===== src/rtl/double_ended_queue_unit_macros.svh =====
// assertion macros used by the queue rtl
`ifndef DOUBLE_ENDED_QUEUE_UNIT_MACROS_SVH
`define DOUBLE_ENDED_QUEUE_UNIT_MACROS_SVH

// same-cycle implication
`define DEQ_ASSERT_NOW(label, clk, rst, ante, cons) \
   label: assert property (@(posedge clk) disable iff (rst) (ante) |-> (cons)) \
      else $error("queue assertion failed");

// next-cycle implication
`define DEQ_ASSERT_NEXT(label, clk, rst, ante, cons) \
   label: assert property (@(posedge clk) disable iff (rst) (ante) |=> (cons)) \
      else $error("queue assertion failed");

`endif


===== src/rtl/deq_pkg.sv =====
// constants, codes and ring helper for the double-ended queue
package deq_pkg;

   localparam int DEPTH  = 32;
   localparam int ADDR_W = (DEPTH > 1) ? $clog2(DEPTH) : 1;
   localparam int CNT_W  = $clog2(DEPTH + 1);
   localparam int WORD_W = 32;

   localparam logic [CNT_W-1:0] CNT_ONE  = CNT_W'(1);
   localparam logic [CNT_W-1:0] CNT_FULL = CNT_W'(DEPTH);

   localparam logic [1:0] KIND_PUSH     = 2'd0;
   localparam logic [1:0] KIND_POP_HEAD = 2'd1;
   localparam logic [1:0] KIND_POP_TAIL = 2'd2;
   localparam logic [1:0] KIND_READ_ALL = 2'd3;

   localparam logic [1:0] ST_OK    = 2'd0;
   localparam logic [1:0] ST_EMPTY = 2'd1;
   localparam logic [1:0] ST_FULL  = 2'd2;

   // ring slot of base plus offset, offset at most DEPTH
   function automatic logic [ADDR_W-1:0] wrap_add(input logic [ADDR_W-1:0] base,
                                                  input logic [CNT_W-1:0] off);
      logic [CNT_W:0] sum;
      sum = (CNT_W+1)'(base) + (CNT_W+1)'(off);
      if (sum >= (CNT_W+1)'(DEPTH)) begin
         sum = sum - (CNT_W+1)'(DEPTH);
      end
      return ADDR_W'(sum);
   endfunction

endpackage


===== src/rtl/deq_ram.sv =====
// generic single-write, single-read ram with registered read data
module deq_ram #(
   parameter int WIDTH = 32,
   parameter int DEPTH = 32
) (
   input  logic                                      clock,
   input  logic                                      wr_en,
   input  logic [((DEPTH > 1) ? $clog2(DEPTH) : 1)-1:0] wr_addr,
   input  logic [WIDTH-1:0]                          wr_data,
   input  logic [((DEPTH > 1) ? $clog2(DEPTH) : 1)-1:0] rd_addr,
   output logic [WIDTH-1:0]                          rd_data
);

   logic [WIDTH-1:0] mem_ff [DEPTH];
   logic [WIDTH-1:0] rd_data_ff;

   always_ff @(posedge clock) begin
      if (wr_en) begin
         mem_ff[wr_addr] <= wr_data;
      end
      rd_data_ff <= mem_ff[rd_addr];
   end

   assign rd_data = rd_data_ff;

endmodule


===== src/rtl/double_ended_queue_unit.sv =====
// double-ended queue of signed words held in a ring buffer ram
// push, and any request on an empty queue, has its result registered in the cycle after acceptance
// pops pass their word through the ram read data register and then the response registers
// read-out streams one held word per cycle after the first ram read, stalled by rsp_ready
// the next request is taken once the last result of the current one is registered and the output is free
// synchronous reset empties the queue and zeroes the head slot; ram contents are not cleared
`include "double_ended_queue_unit_macros.svh"

module double_ended_queue_unit (
   input  logic                       clock,
   input  logic                       reset,
   input  logic                       req_valid,
   output logic                       req_ready,
   input  logic [1:0]                 req_kind,
   input  logic signed [31:0]         req_value,
   output logic                       rsp_valid,
   input  logic                       rsp_ready,
   output logic [1:0]                 rsp_status,
   output logic signed [31:0]         rsp_word,
   output logic                       rsp_final_res
);

   typedef enum logic [1:0] {
      S_IDLE = 2'b01,
      S_SEND = 2'b10
   } state_type;

   state_type                      state_ff, state_in;
   logic [deq_pkg::ADDR_W-1:0]     head_ff, head_in;
   logic [deq_pkg::CNT_W-1:0]      occ_ff, occ_in;
   logic [deq_pkg::ADDR_W-1:0]     rd_addr_ff, rd_addr_in;
   logic [deq_pkg::CNT_W-1:0]      remain_ff, remain_in;
   logic                           rsp_valid_ff, rsp_valid_in;
   logic [1:0]                     rsp_status_ff, rsp_status_in;
   logic [deq_pkg::WORD_W-1:0]     rsp_word_ff, rsp_word_in;
   logic                           rsp_final_ff, rsp_final_in;

   logic                           out_free;
   logic                           accept;
   logic                           wr_en;
   logic [deq_pkg::ADDR_W-1:0]     wr_addr;
   logic [deq_pkg::WORD_W-1:0]     rd_data;

   assign out_free  = !rsp_valid_ff || rsp_ready;
   assign req_ready = (state_ff == S_IDLE) && out_free;
   assign accept    = req_valid && req_ready;
   assign wr_addr   = deq_pkg::wrap_add(head_ff, occ_ff);

   always_comb begin
      state_in      = state_ff;
      head_in       = head_ff;
      occ_in        = occ_ff;
      rd_addr_in    = rd_addr_ff;
      remain_in     = remain_ff;
      rsp_valid_in  = rsp_valid_ff && !rsp_ready;
      rsp_status_in = rsp_status_ff;
      rsp_word_in   = rsp_word_ff;
      rsp_final_in  = rsp_final_ff;
      wr_en         = 1'b0;
      unique case (state_ff)
         S_IDLE: begin
            if (accept) begin
               unique case (req_kind)
                  deq_pkg::KIND_PUSH: begin
                     rsp_valid_in = 1'b1;
                     rsp_word_in  = req_value;
                     rsp_final_in = 1'b1;
                     if (occ_ff == deq_pkg::CNT_FULL) begin
                        rsp_status_in = deq_pkg::ST_FULL;
                     end else begin
                        rsp_status_in = deq_pkg::ST_OK;
                        wr_en         = 1'b1;
                        occ_in        = occ_ff + deq_pkg::CNT_ONE;
                     end
                  end
                  default: begin
                     if (occ_ff == '0) begin
                        rsp_valid_in  = 1'b1;
                        rsp_status_in = deq_pkg::ST_EMPTY;
                        rsp_word_in   = '0;
                        rsp_final_in  = 1'b1;
                     end else begin
                        state_in  = S_SEND;
                        remain_in = '0;
                        priority if (req_kind == deq_pkg::KIND_POP_HEAD) begin
                           rd_addr_in = head_ff;
                           head_in    = deq_pkg::wrap_add(head_ff, deq_pkg::CNT_ONE);
                           occ_in     = occ_ff - deq_pkg::CNT_ONE;
                        end else if (req_kind == deq_pkg::KIND_POP_TAIL) begin
                           rd_addr_in = deq_pkg::wrap_add(head_ff,
                                                          occ_ff - deq_pkg::CNT_ONE);
                           occ_in     = occ_ff - deq_pkg::CNT_ONE;
                        end else begin
                           rd_addr_in = head_ff;
                           remain_in  = occ_ff - deq_pkg::CNT_ONE;
                        end
                     end
                  end
               endcase
            end
         end
         S_SEND: begin
            if (out_free) begin
               rsp_valid_in  = 1'b1;
               rsp_status_in = deq_pkg::ST_OK;
               rsp_word_in   = rd_data;
               rsp_final_in  = (remain_ff == '0);
               if (remain_ff != '0) begin
                  remain_in  = remain_ff - deq_pkg::CNT_ONE;
                  rd_addr_in = deq_pkg::wrap_add(rd_addr_ff, deq_pkg::CNT_ONE);
               end else begin
                  state_in = S_IDLE;
               end
            end
         end
         default: begin
            state_in = S_IDLE;
         end
      endcase
   end

   always_ff @(posedge clock) begin
      if (reset) begin
         state_ff     <= S_IDLE;
         head_ff      <= '0;
         occ_ff       <= '0;
         remain_ff    <= '0;
         rsp_valid_ff <= 1'b0;
      end else begin
         state_ff     <= state_in;
         head_ff      <= head_in;
         occ_ff       <= occ_in;
         remain_ff    <= remain_in;
         rsp_valid_ff <= rsp_valid_in;
      end
      rd_addr_ff    <= rd_addr_in;
      rsp_status_ff <= rsp_status_in;
      rsp_word_ff   <= rsp_word_in;
      rsp_final_ff  <= rsp_final_in;
   end

   deq_ram #(
      .WIDTH (deq_pkg::WORD_W),
      .DEPTH (deq_pkg::DEPTH)
   ) u_store (
      .clock   (clock),
      .wr_en   (wr_en),
      .wr_addr (wr_addr),
      .wr_data (req_value),
      .rd_addr (rd_addr_in),
      .rd_data (rd_data)
   );

   assign rsp_valid     = rsp_valid_ff;
   assign rsp_status    = rsp_status_ff;
   assign rsp_word      = rsp_word_ff;
   assign rsp_final_res = rsp_final_ff;

   `DEQ_ASSERT_NOW(a_occ_bound, clock, reset, 1'b1, occ_ff <= deq_pkg::CNT_FULL)
   `DEQ_ASSERT_NEXT(a_send_holds_occ, clock, reset, state_ff == S_SEND, occ_ff == $past(occ_ff))
   `DEQ_ASSERT_NEXT(a_push_grows, clock, reset, accept && req_kind == deq_pkg::KIND_PUSH && occ_ff != deq_pkg::CNT_FULL, occ_ff == $past(occ_ff) + deq_pkg::CNT_ONE)
   `DEQ_ASSERT_NEXT(a_read_enters_send, clock, reset, accept && req_kind != deq_pkg::KIND_PUSH && occ_ff != '0, state_ff == S_SEND)

endmodule

===== config.mk =====
export PLATFORM = sky130hd
export DESIGN_NAME = double_ended_queue_unit
export DESIGN_NICKNAME = d
export VERILOG_FILES = /design/src/rtl/deq_pkg.sv /design/src/rtl/deq_ram.sv /design/src/rtl/double_ended_queue_unit.sv
export VERILOG_INCLUDE_DIRS = /design/src /design/src/rtl
export SDC_FILE = /design/constraint.sdc
export NUM_CORES = 1
export LEC_CHECK = 0
export BUFFER_PORTS_ARGS = -buffer_cell sky130_fd_sc_hd__buf_2
export CORE_MARGIN = 5
export CORE_UTILIZATION = 67
export DETAILED_ROUTE_END_ITERATION = 10
export GPL_ROUTABILITY_DRIVEN = 0
export PLACE_DENSITY = 0.81
export SYNTH_ARGS = -nofsm -noshare
export SYNTH_HDL_FRONTEND = slang
export SYNTH_HIERARCHICAL = 1
export SYNTH_SLANG_ARGS = --single-unit

===== constraint.sdc =====
create_clock -name clock -period 13.7 [get_ports clock]
set_input_delay 0.685 -clock clock [delete_from_list [all_inputs] [get_ports clock]]
set_output_delay 0.685 -clock clock [all_outputs]
set_load 0.1 [all_outputs]

==> results of run 1 <==
[layout make-up]
cell class,count,share of cell area [%]
Sequential cell,1116,67.4
Clock buffer,139,5.97
Timing Repair Buffer,126,1.63
Antenna cell,1,0.00512
Clock inverter,58,1.27
Tap cell,864,2.21
Multi-Input combinational cell,1378,21.4
Inverter,18,0.138
[state kept, by name (all words and copies together), names as in the netlist]
name             count
occ_ff               6
u_store/mem_ff    1024
rsp_word            32
rsp_status           2
state_ff             2
u_store/rd_data     32
head_ff              5
remain_ff            6
rsp_final_res        1
rsp_valid            1
rd_addr_ff           5
[layer usage]
layer | part of all wire [%] | wire length [um] | vias up
met2 | 48 | 51900 | 1726
met3 | 12 | 12600 | 271
met5 | 0.0064 | 7 | -
met4 | 3.7 | 4030 | 2
li1 | - | - | 10585
met1 | 37 | 40300 | 12583
[cell usage in the layout (no fill, tap or decap), drive strengths merged, types with 16 or more instances in the layout]
cell type,count
nand3,108
edfxtp,1059
dfxtp,57
inv,22
ha,16
clkbuf,139
buf,126
nor3,45
a22o,64
a22oi,96
nand2,178
o21ai,42
nor2,66
mux2i,518
xnor2,16
a31oi,33
a21oi,110
clkinv,39
[cells in the mapped netlist (9+ instances only)]
master	n
xnor2_1	16
dfxtp_1	57
a22o_1	64
buf_6	16
nand3_1	108
a211oi_1	9
clkbuf_1	61
nor2_1	66
buf_2	34
a31oi_1	33
nor3_1	44
inv_1	18
buf_4	34
ha_1	16
mux2i_1	518
nand2b_1	10
nand2_1	178
o21ai_0	41
a21oi_1	110
a22oi_1	96
edfxtp_1	1059
[final timing paths]
path,cells past startpoint,slack (ns),to
worst max-delay path,13,7.84,u_store/rd_data[24]
worst min-delay path,2,0.44,head_ff[2]
worst max register to register,13,7.84,u_store/rd_data[24]
worst min register to register,1,0.50,state_ff[0]
[worst max-delay path, cell delays in order, from the launching register on]
cell	delay, ns
dfxtp_1	0.39
inv_1	0.15
ha_1	0.19
or4b_4	0.52
o2111ai_2	0.37
o22a_1	0.30
a221o_4	0.92
buf_4	0.97
buf_4	0.90
mux2i_1	0.33
a22o_1	0.18
nor3_1	0.07
a31oi_1	0.22
nand3_1	0.11
[where the power goes]
part | switching, mW | leakage, nW | total (mW) | internal, mW
logic | 2.26 | 3.62 | 3.32 | 1.06
registers | 0.0842 | 10.0 | 4.04 | 3.95
clock network | 1.23 | 1.73 | 2.96 | 1.73
[logic make-up after synthesis]
kind of cell,after synthesis,share of synthesized area [%]
AOI/OAI and AO/OA,380,5.81
adders and majority gates,18,0.545
DFF,1116,74.8
muxes,518,11.8
xor gates and xnor gates,22,0.437
and+or+nand+nor,440,4.51
buffers and inverters,172,2.14
[through the flow]
step,utilization [%],std cells,hold WS (ns)
3_5_place_dp,69.2,3502,0.494
3_3_place_gp,69.2,3502,0.471
4_1_cts,74.6,3699,0.410
2_1_floorplan,-,2666,0.458
5_1_grt,74.6,3699,0.442
6_report,74.6,3700,0.436
==> flow_summary.json, run 1 <==
{
  "ioPinCount": 75,
  "clock_tree_from_tritoncts": "built",
  "finalSetupTns_ns": 0,
  "critical_path.startpoint": "occ_ff[0]",
  "cts_buffers": 107,
  "clkTransAtPathRegs_ns": 0.06,
  "starting_utilization_of_the_core_area_pct": 67.2,
  "syn_area_per_cell_um2": 16.5,
  "layout-drive-gt1-share_pct": 11.8,
  "final_cell_area_um2": 48900,
  "drc_errors": 0,
  "cts_setup_buffers": 0,
  "grtUsageTotal_pct": 30.3,
  "netlist.area_leader.share_pct": 72.2,
  "synthesis.nets": 2722,
  "synthCells": 2666,
  "global_route_wire_length_before_repair_um": 159000,
  "cts-resized-gates": 0,
  "postSynthRegisterBits": 1116,
  "number_of_nets_with_antenna_violations_after_detailed_routing": 0,
  "grt_use_met1_pct": 42.1,
  "startpoint_type": "register",
  "vias": 25167,
  "fillers": 3650,
  "dominantRegCellSynth": "edfxtp_1",
  "timing.critical_path.fanout_max": 63,
  "leakagePower_nw": 15.4,
  "peakVddDrop_uv": 353,
  "storage_element_area_um2": 32900,
  "synth_area_um2": 44000,
  "core.rowCount": 94,
  "core_area_um2": 65500,
  "floorplan.die.width_um": 266,
  "buffer_ports.inserted": 74,
  "timing.max_cap.violations": 0,
  "wl_um": 109000,
  "synth_edf_count": 1059,
  "dp_hpwl_um": 54300,
  "post-place-ws_ns": 7.99,
  "postSynth.asyncResetShare_pct": 0,
  "finalClockSkew_ns": 0.0304,
  "timing.final.crit_share_pct": 42.8,
  "max_slew.worst_pin.slew_ns": 1.25,
  "worstHoldStart": "reset",
  "vias_cell": 6.80,
  "synth.distinct_cells": 57,
  "gr-max-usage-layer": "met2",
  "end_kind": "register",
  "finalWorstPathRequiredPeriod_ns": 5.86,
  "hold_path_class": "primary input to register",
  "cts_stage_hold_buffer_count": 0,
  "maxClockFrequency_mhz": 171,
  "routed_wire_length_per_instance_um": 29.4,
  "design.die.area_um2": 71000,
  "crit-reg2reg-launch": "occ_ff[0]",
  "root_driver": "clkbuf_16",
  "grt_start_max_net_pins": 137,
  "max-clock-path-buffers": 3,
  "die_h_um": 266,
  "drt_first_pass_iters": 5,
  "critical_path_class": "register to register",
  "antenna_found_initial": 1,
  "rsz_0062_raised_after_global_routing": "false",
  "timing.final.hold_violations": 0,
  "drv_slew": 0,
  "multi_input_area_um2": 10500,
  "yosys.area.top_type": "edfxtp_1",
  "p_total_mw": 10.3,
  "post-route-worst-setup-slack_ns": 7.84,
  "ys_top_cells_by_area": "edfxtp_1 (72%), mux2i_1 (12%), dfxtp_1 (2.6%), a22oi_1 (1.6%), nand2_1 (1.5%)",
  "synth.yosys.seq_area_share_pct": 74.8,
  "worst_ep_arrival_time_ns": 6.39,
  "dpl_cell_area_um2": 45400,
  "global_route.overflow_total": 0,
  "outcome": "finished clean",
  "clk-insertion-delay-late_ns": 0.68,
  "max_slew_margin_pct": 16.3,
  "yosysWarningCount": 6,
  "setup_viol": 0,
  "critical_path_required_ns": 14.22,
  "numClockSinks": 1116,
  "drt_first_iter_violations": 3568,
  "power.density_nw_per_um2": 211,
  "layout_overhead_on_the_synthesized_area_pct": 11.0,
  "groute.layer.met2.usage_pct": 48.2,
  "cts-htree-levels": 3,
  "final_nets": 2803,
  "vias_in_the_first_global_route": 24926,
  "grt.met3_usage_pct": 6.87
}
Power figures use the tool's default switching activity.
==> run 2: changes to the inputs <==
--- a/config.mk
+++ b/config.mk
@@ -8,10 +8,10 @@
 export LEC_CHECK = 0
 export BUFFER_PORTS_ARGS = -buffer_cell sky130_fd_sc_hd__buf_2
 export CORE_MARGIN = 5
-export CORE_UTILIZATION = 67
+export CORE_UTILIZATION = 62
 export DETAILED_ROUTE_END_ITERATION = 10
 export GPL_ROUTABILITY_DRIVEN = 0
-export PLACE_DENSITY = 0.81
+export PLACE_DENSITY = 0.76
 export SYNTH_ARGS = -nofsm -noshare
 export SYNTH_HDL_FRONTEND = slang
 export SYNTH_HIERARCHICAL = 1
==> constraint.sdc (replaced) <==
create_clock -name clock -period 5.5 [get_ports clock]
set_input_delay 0.275 -clock clock [delete_from_list [all_inputs] [get_ports clock]]
set_output_delay 0.275 -clock clock [all_outputs]
set_load 0.1 [all_outputs]
==> flow_summary.json, run 2 (synthesized netlist as in run 1, its figures left out) <==
{
  "critical_path_required_ns": 6.03,
  "max_slew_margin_pct": 18.8,
  "routed_wire_length_per_instance_um": 28.3,
  "finalWorstPathRequiredPeriod_ns": 4.53,
  "grt_start_max_net_pins": 76,
  "cts-htree-levels": 3,
  "grt_use_met1_pct": 39.2,
  "antenna_found_initial": 1,
  "starting_utilization_of_the_core_area_pct": 62.7,
  "number_of_nets_with_antenna_violations_after_detailed_routing": 0,
  "hold_path_class": "primary input to register",
  "finalSetupTns_ns": 0,
  "power.density_nw_per_um2": 525,
  "cts_buffers": 108,
  "clkTransAtPathRegs_ns": 0.07,
  "max_slew.worst_pin.slew_ns": 1.22,
  "reg2reg_to": "u_store/rd_data[19]",
  "timing.final.crit_share_pct": 82.3,
  "max-clock-path-buffers": 3,
  "leakagePower_nw": 15.7,
  "vias_cell": 6.55,
  "drc_errors": 0,
  "grtUsageTotal_pct": 27.5,
  "vias": 24975,
  "crit-reg2reg-launch": "occ_ff[1]",
  "crit_slowest_cell": "nor2b_4",
  "global_route_wire_length_before_repair_um": 158000,
  "wl_um": 108000,
  "global_route.overflow_total": 0,
  "antenna_cells_inserted": 0,
  "layoutNonFillerInstCount": 3811,
  "worstHoldStart": "req_value[14]",
  "worst-r2r-setup-slack_ns": 0.97,
  "dp_hpwl_um": 59800,
  "peakVddDrop_uv": 555,
  "critPathMaxStageDelay_ns": 0.87,
  "drt_first_iter_violations": 3311,
  "layout_overhead_on_the_synthesized_area_pct": 12.4,
  "timing.critical_path.fanout_max": 25,
  "floorplan.die.width_um": 277,
  "largest_register_ff_count": 1024,
  "number_of_cells_on_the_worst_hold_path": 1,
  "drt_first_pass_iters": 5,
  "cts-resized-gates": 0,
  "startpoint_type": "register",
  "hold_ws_ns": 0.113,
  "dp.cells": 3608,
  "vias_in_the_first_global_route": 24696,
  "critical_path_class": "register to register",
  "timing.final.hold_violations": 0,
  "grt.met3_usage_pct": 5.34,
  "design.die.area_um2": 76500,
  "layout-drive-gt1-share_pct": 13.0,
  "groute.layer.met2.usage_pct": 43.9,
  "largest_register": "u_store/mem_ff",
  "critical_path.cell_chain": "inv_1 > ha_1 > or4b_4 > o2111ai_2 > o22a_1 > a211o_1 > nor2b_4 > buf_4 > a22o_1 > nor3_1 > a31oi_1 > nand3_1",
  "numClockSinks": 1116,
  "clk-insertion-delay-late_ns": 0.67,
  "gr-max-usage-layer": "met2",
  "worst_hold_path.endpoint": "u_store/mem_ff[30][14]",
  "most_frequent_cells_in_the_layout": "edfxtp_1 (1059), mux2i_1 (518), nand2_1 (177), clkbuf_16 (112), a21oi_1 (110)",
  "final_nets": 2835,
  "root_driver": "clkbuf_16",
  "worst_ep_arrival_time_ns": 5.05,
  "end_kind": "register",
  "layout.cells.most_common": "edfxtp_1",
  "core.rowCount": 97,
  "rsz_0062_raised_after_global_routing": "false",
  "finalClockSkew_ns": 0.0288,
  "buffer_ports.inserted": 74,
  "maxClockFrequency_mhz": 221,
  "timing.max_cap.violations": 0,
  "outcome": "finished clean",
  "core_area_um2": 70300,
  "cts_setup_buffers": 0,
  "drv_slew": 0,
  "r2r_depth": 12,
  "clock_tree_from_tritoncts": "built",
  "setup_viol": 0,
  "die_h_um": 277,
  "ioPinCount": 75
}
==> run 2: cell types whose count changed in the layout (fill, tap and decap cells not counted), moves of 3 or more <==
cell / previous run / this run
buf_12: 3 / 12
buf_4: 49 / 70
clkbuf_16: 109 / 112
clkbuf_8: 8 / 13
clkinv_1: 19 / 15
==> run 2: power breakdown <==
part / switching (mW) / total (mW) / internal (mW) / leakage (nW)
registers: 0.220 / 10.1 / 9.85 / 10.0
clock network: 3.08 / 7.64 / 4.56 / 1.83
logic: 5.59 / 8.31 / 2.72 / 3.82
total: 8.90 / 26.0 / 17.1 / 15.7
==> run 2: layout make-up <==
cell class,count,area (um2)
timing repair buffer,157,1150
clock inverter,54,654
multi-input combinational,1378,10500
sequential,1116,32900
tap,940,1180
fill,4269,20800
clock buffer,148,3070
inverter,18,67.6
==> run 2: stage by stage <==
| step | power, mW | setup slack, ns | util (%) | instance area, um2 |
|---|---|---|---|---|
| final | 26.0 | 0.974 | 70.5 | 49500 |
| after global routing | 26.9 | 0.749 | 70.5 | 49500 |
| after CTS | 26.0 | 1.07 | 70.5 | 49500 |
| after detailed placement | 18.4 | 1.17 | 65.2 | 45800 |
| after global placement | 18.2 | 1.28 | 65.2 | 45800 |
| after floorplan | 16.3 | 0.917 | - | 44000 |
==> run 2: critical path: cells and delay by family, from the launching register on <==
family	cells	cell delay [ns]
flops	1	0.37
buf+inv	2	0.66
compound gates	5	1.58
fa+ha+maj	1	0.19
simple gates	4	1.55
==> run 2: what timing repair did <==
action | 4_1_cts | 5_1_grt
setup endpoints to repair | 0 | 0
hold endpoints to repair | 9 | 0
hold buffers | 1 | 0
==> run 2: worst max-delay path by stage <==
| stage | start | to | slack, ns | cells after the start |
|---|---|---|---|---|
| 2_1_floorplan | occ_ff[0] | rsp_final_res | 0.92 | 6 |
| 3_3_place_gp | occ_ff[0] | u_store/rd_data[20] | 1.28 | 12 |
| 3_5_place_dp | occ_ff[1] | u_store/rd_data[20] | 1.17 | 12 |
| 4_1_cts | occ_ff[1] | u_store/rd_data[19] | 1.07 | 12 |
| 5_1_grt | occ_ff[0] | u_store/rd_data[16] | 0.75 | 14 |
| 6_report | occ_ff[1] | u_store/rd_data[19] | 0.97 | 12 |
==> run 2: routing by layer <==
metal,vias to the layer above,wire (um)
li1,10613,-
met1,12690,42600
met2,1448,51000
met3,224,11100
met4,0,3130
met5,-,0
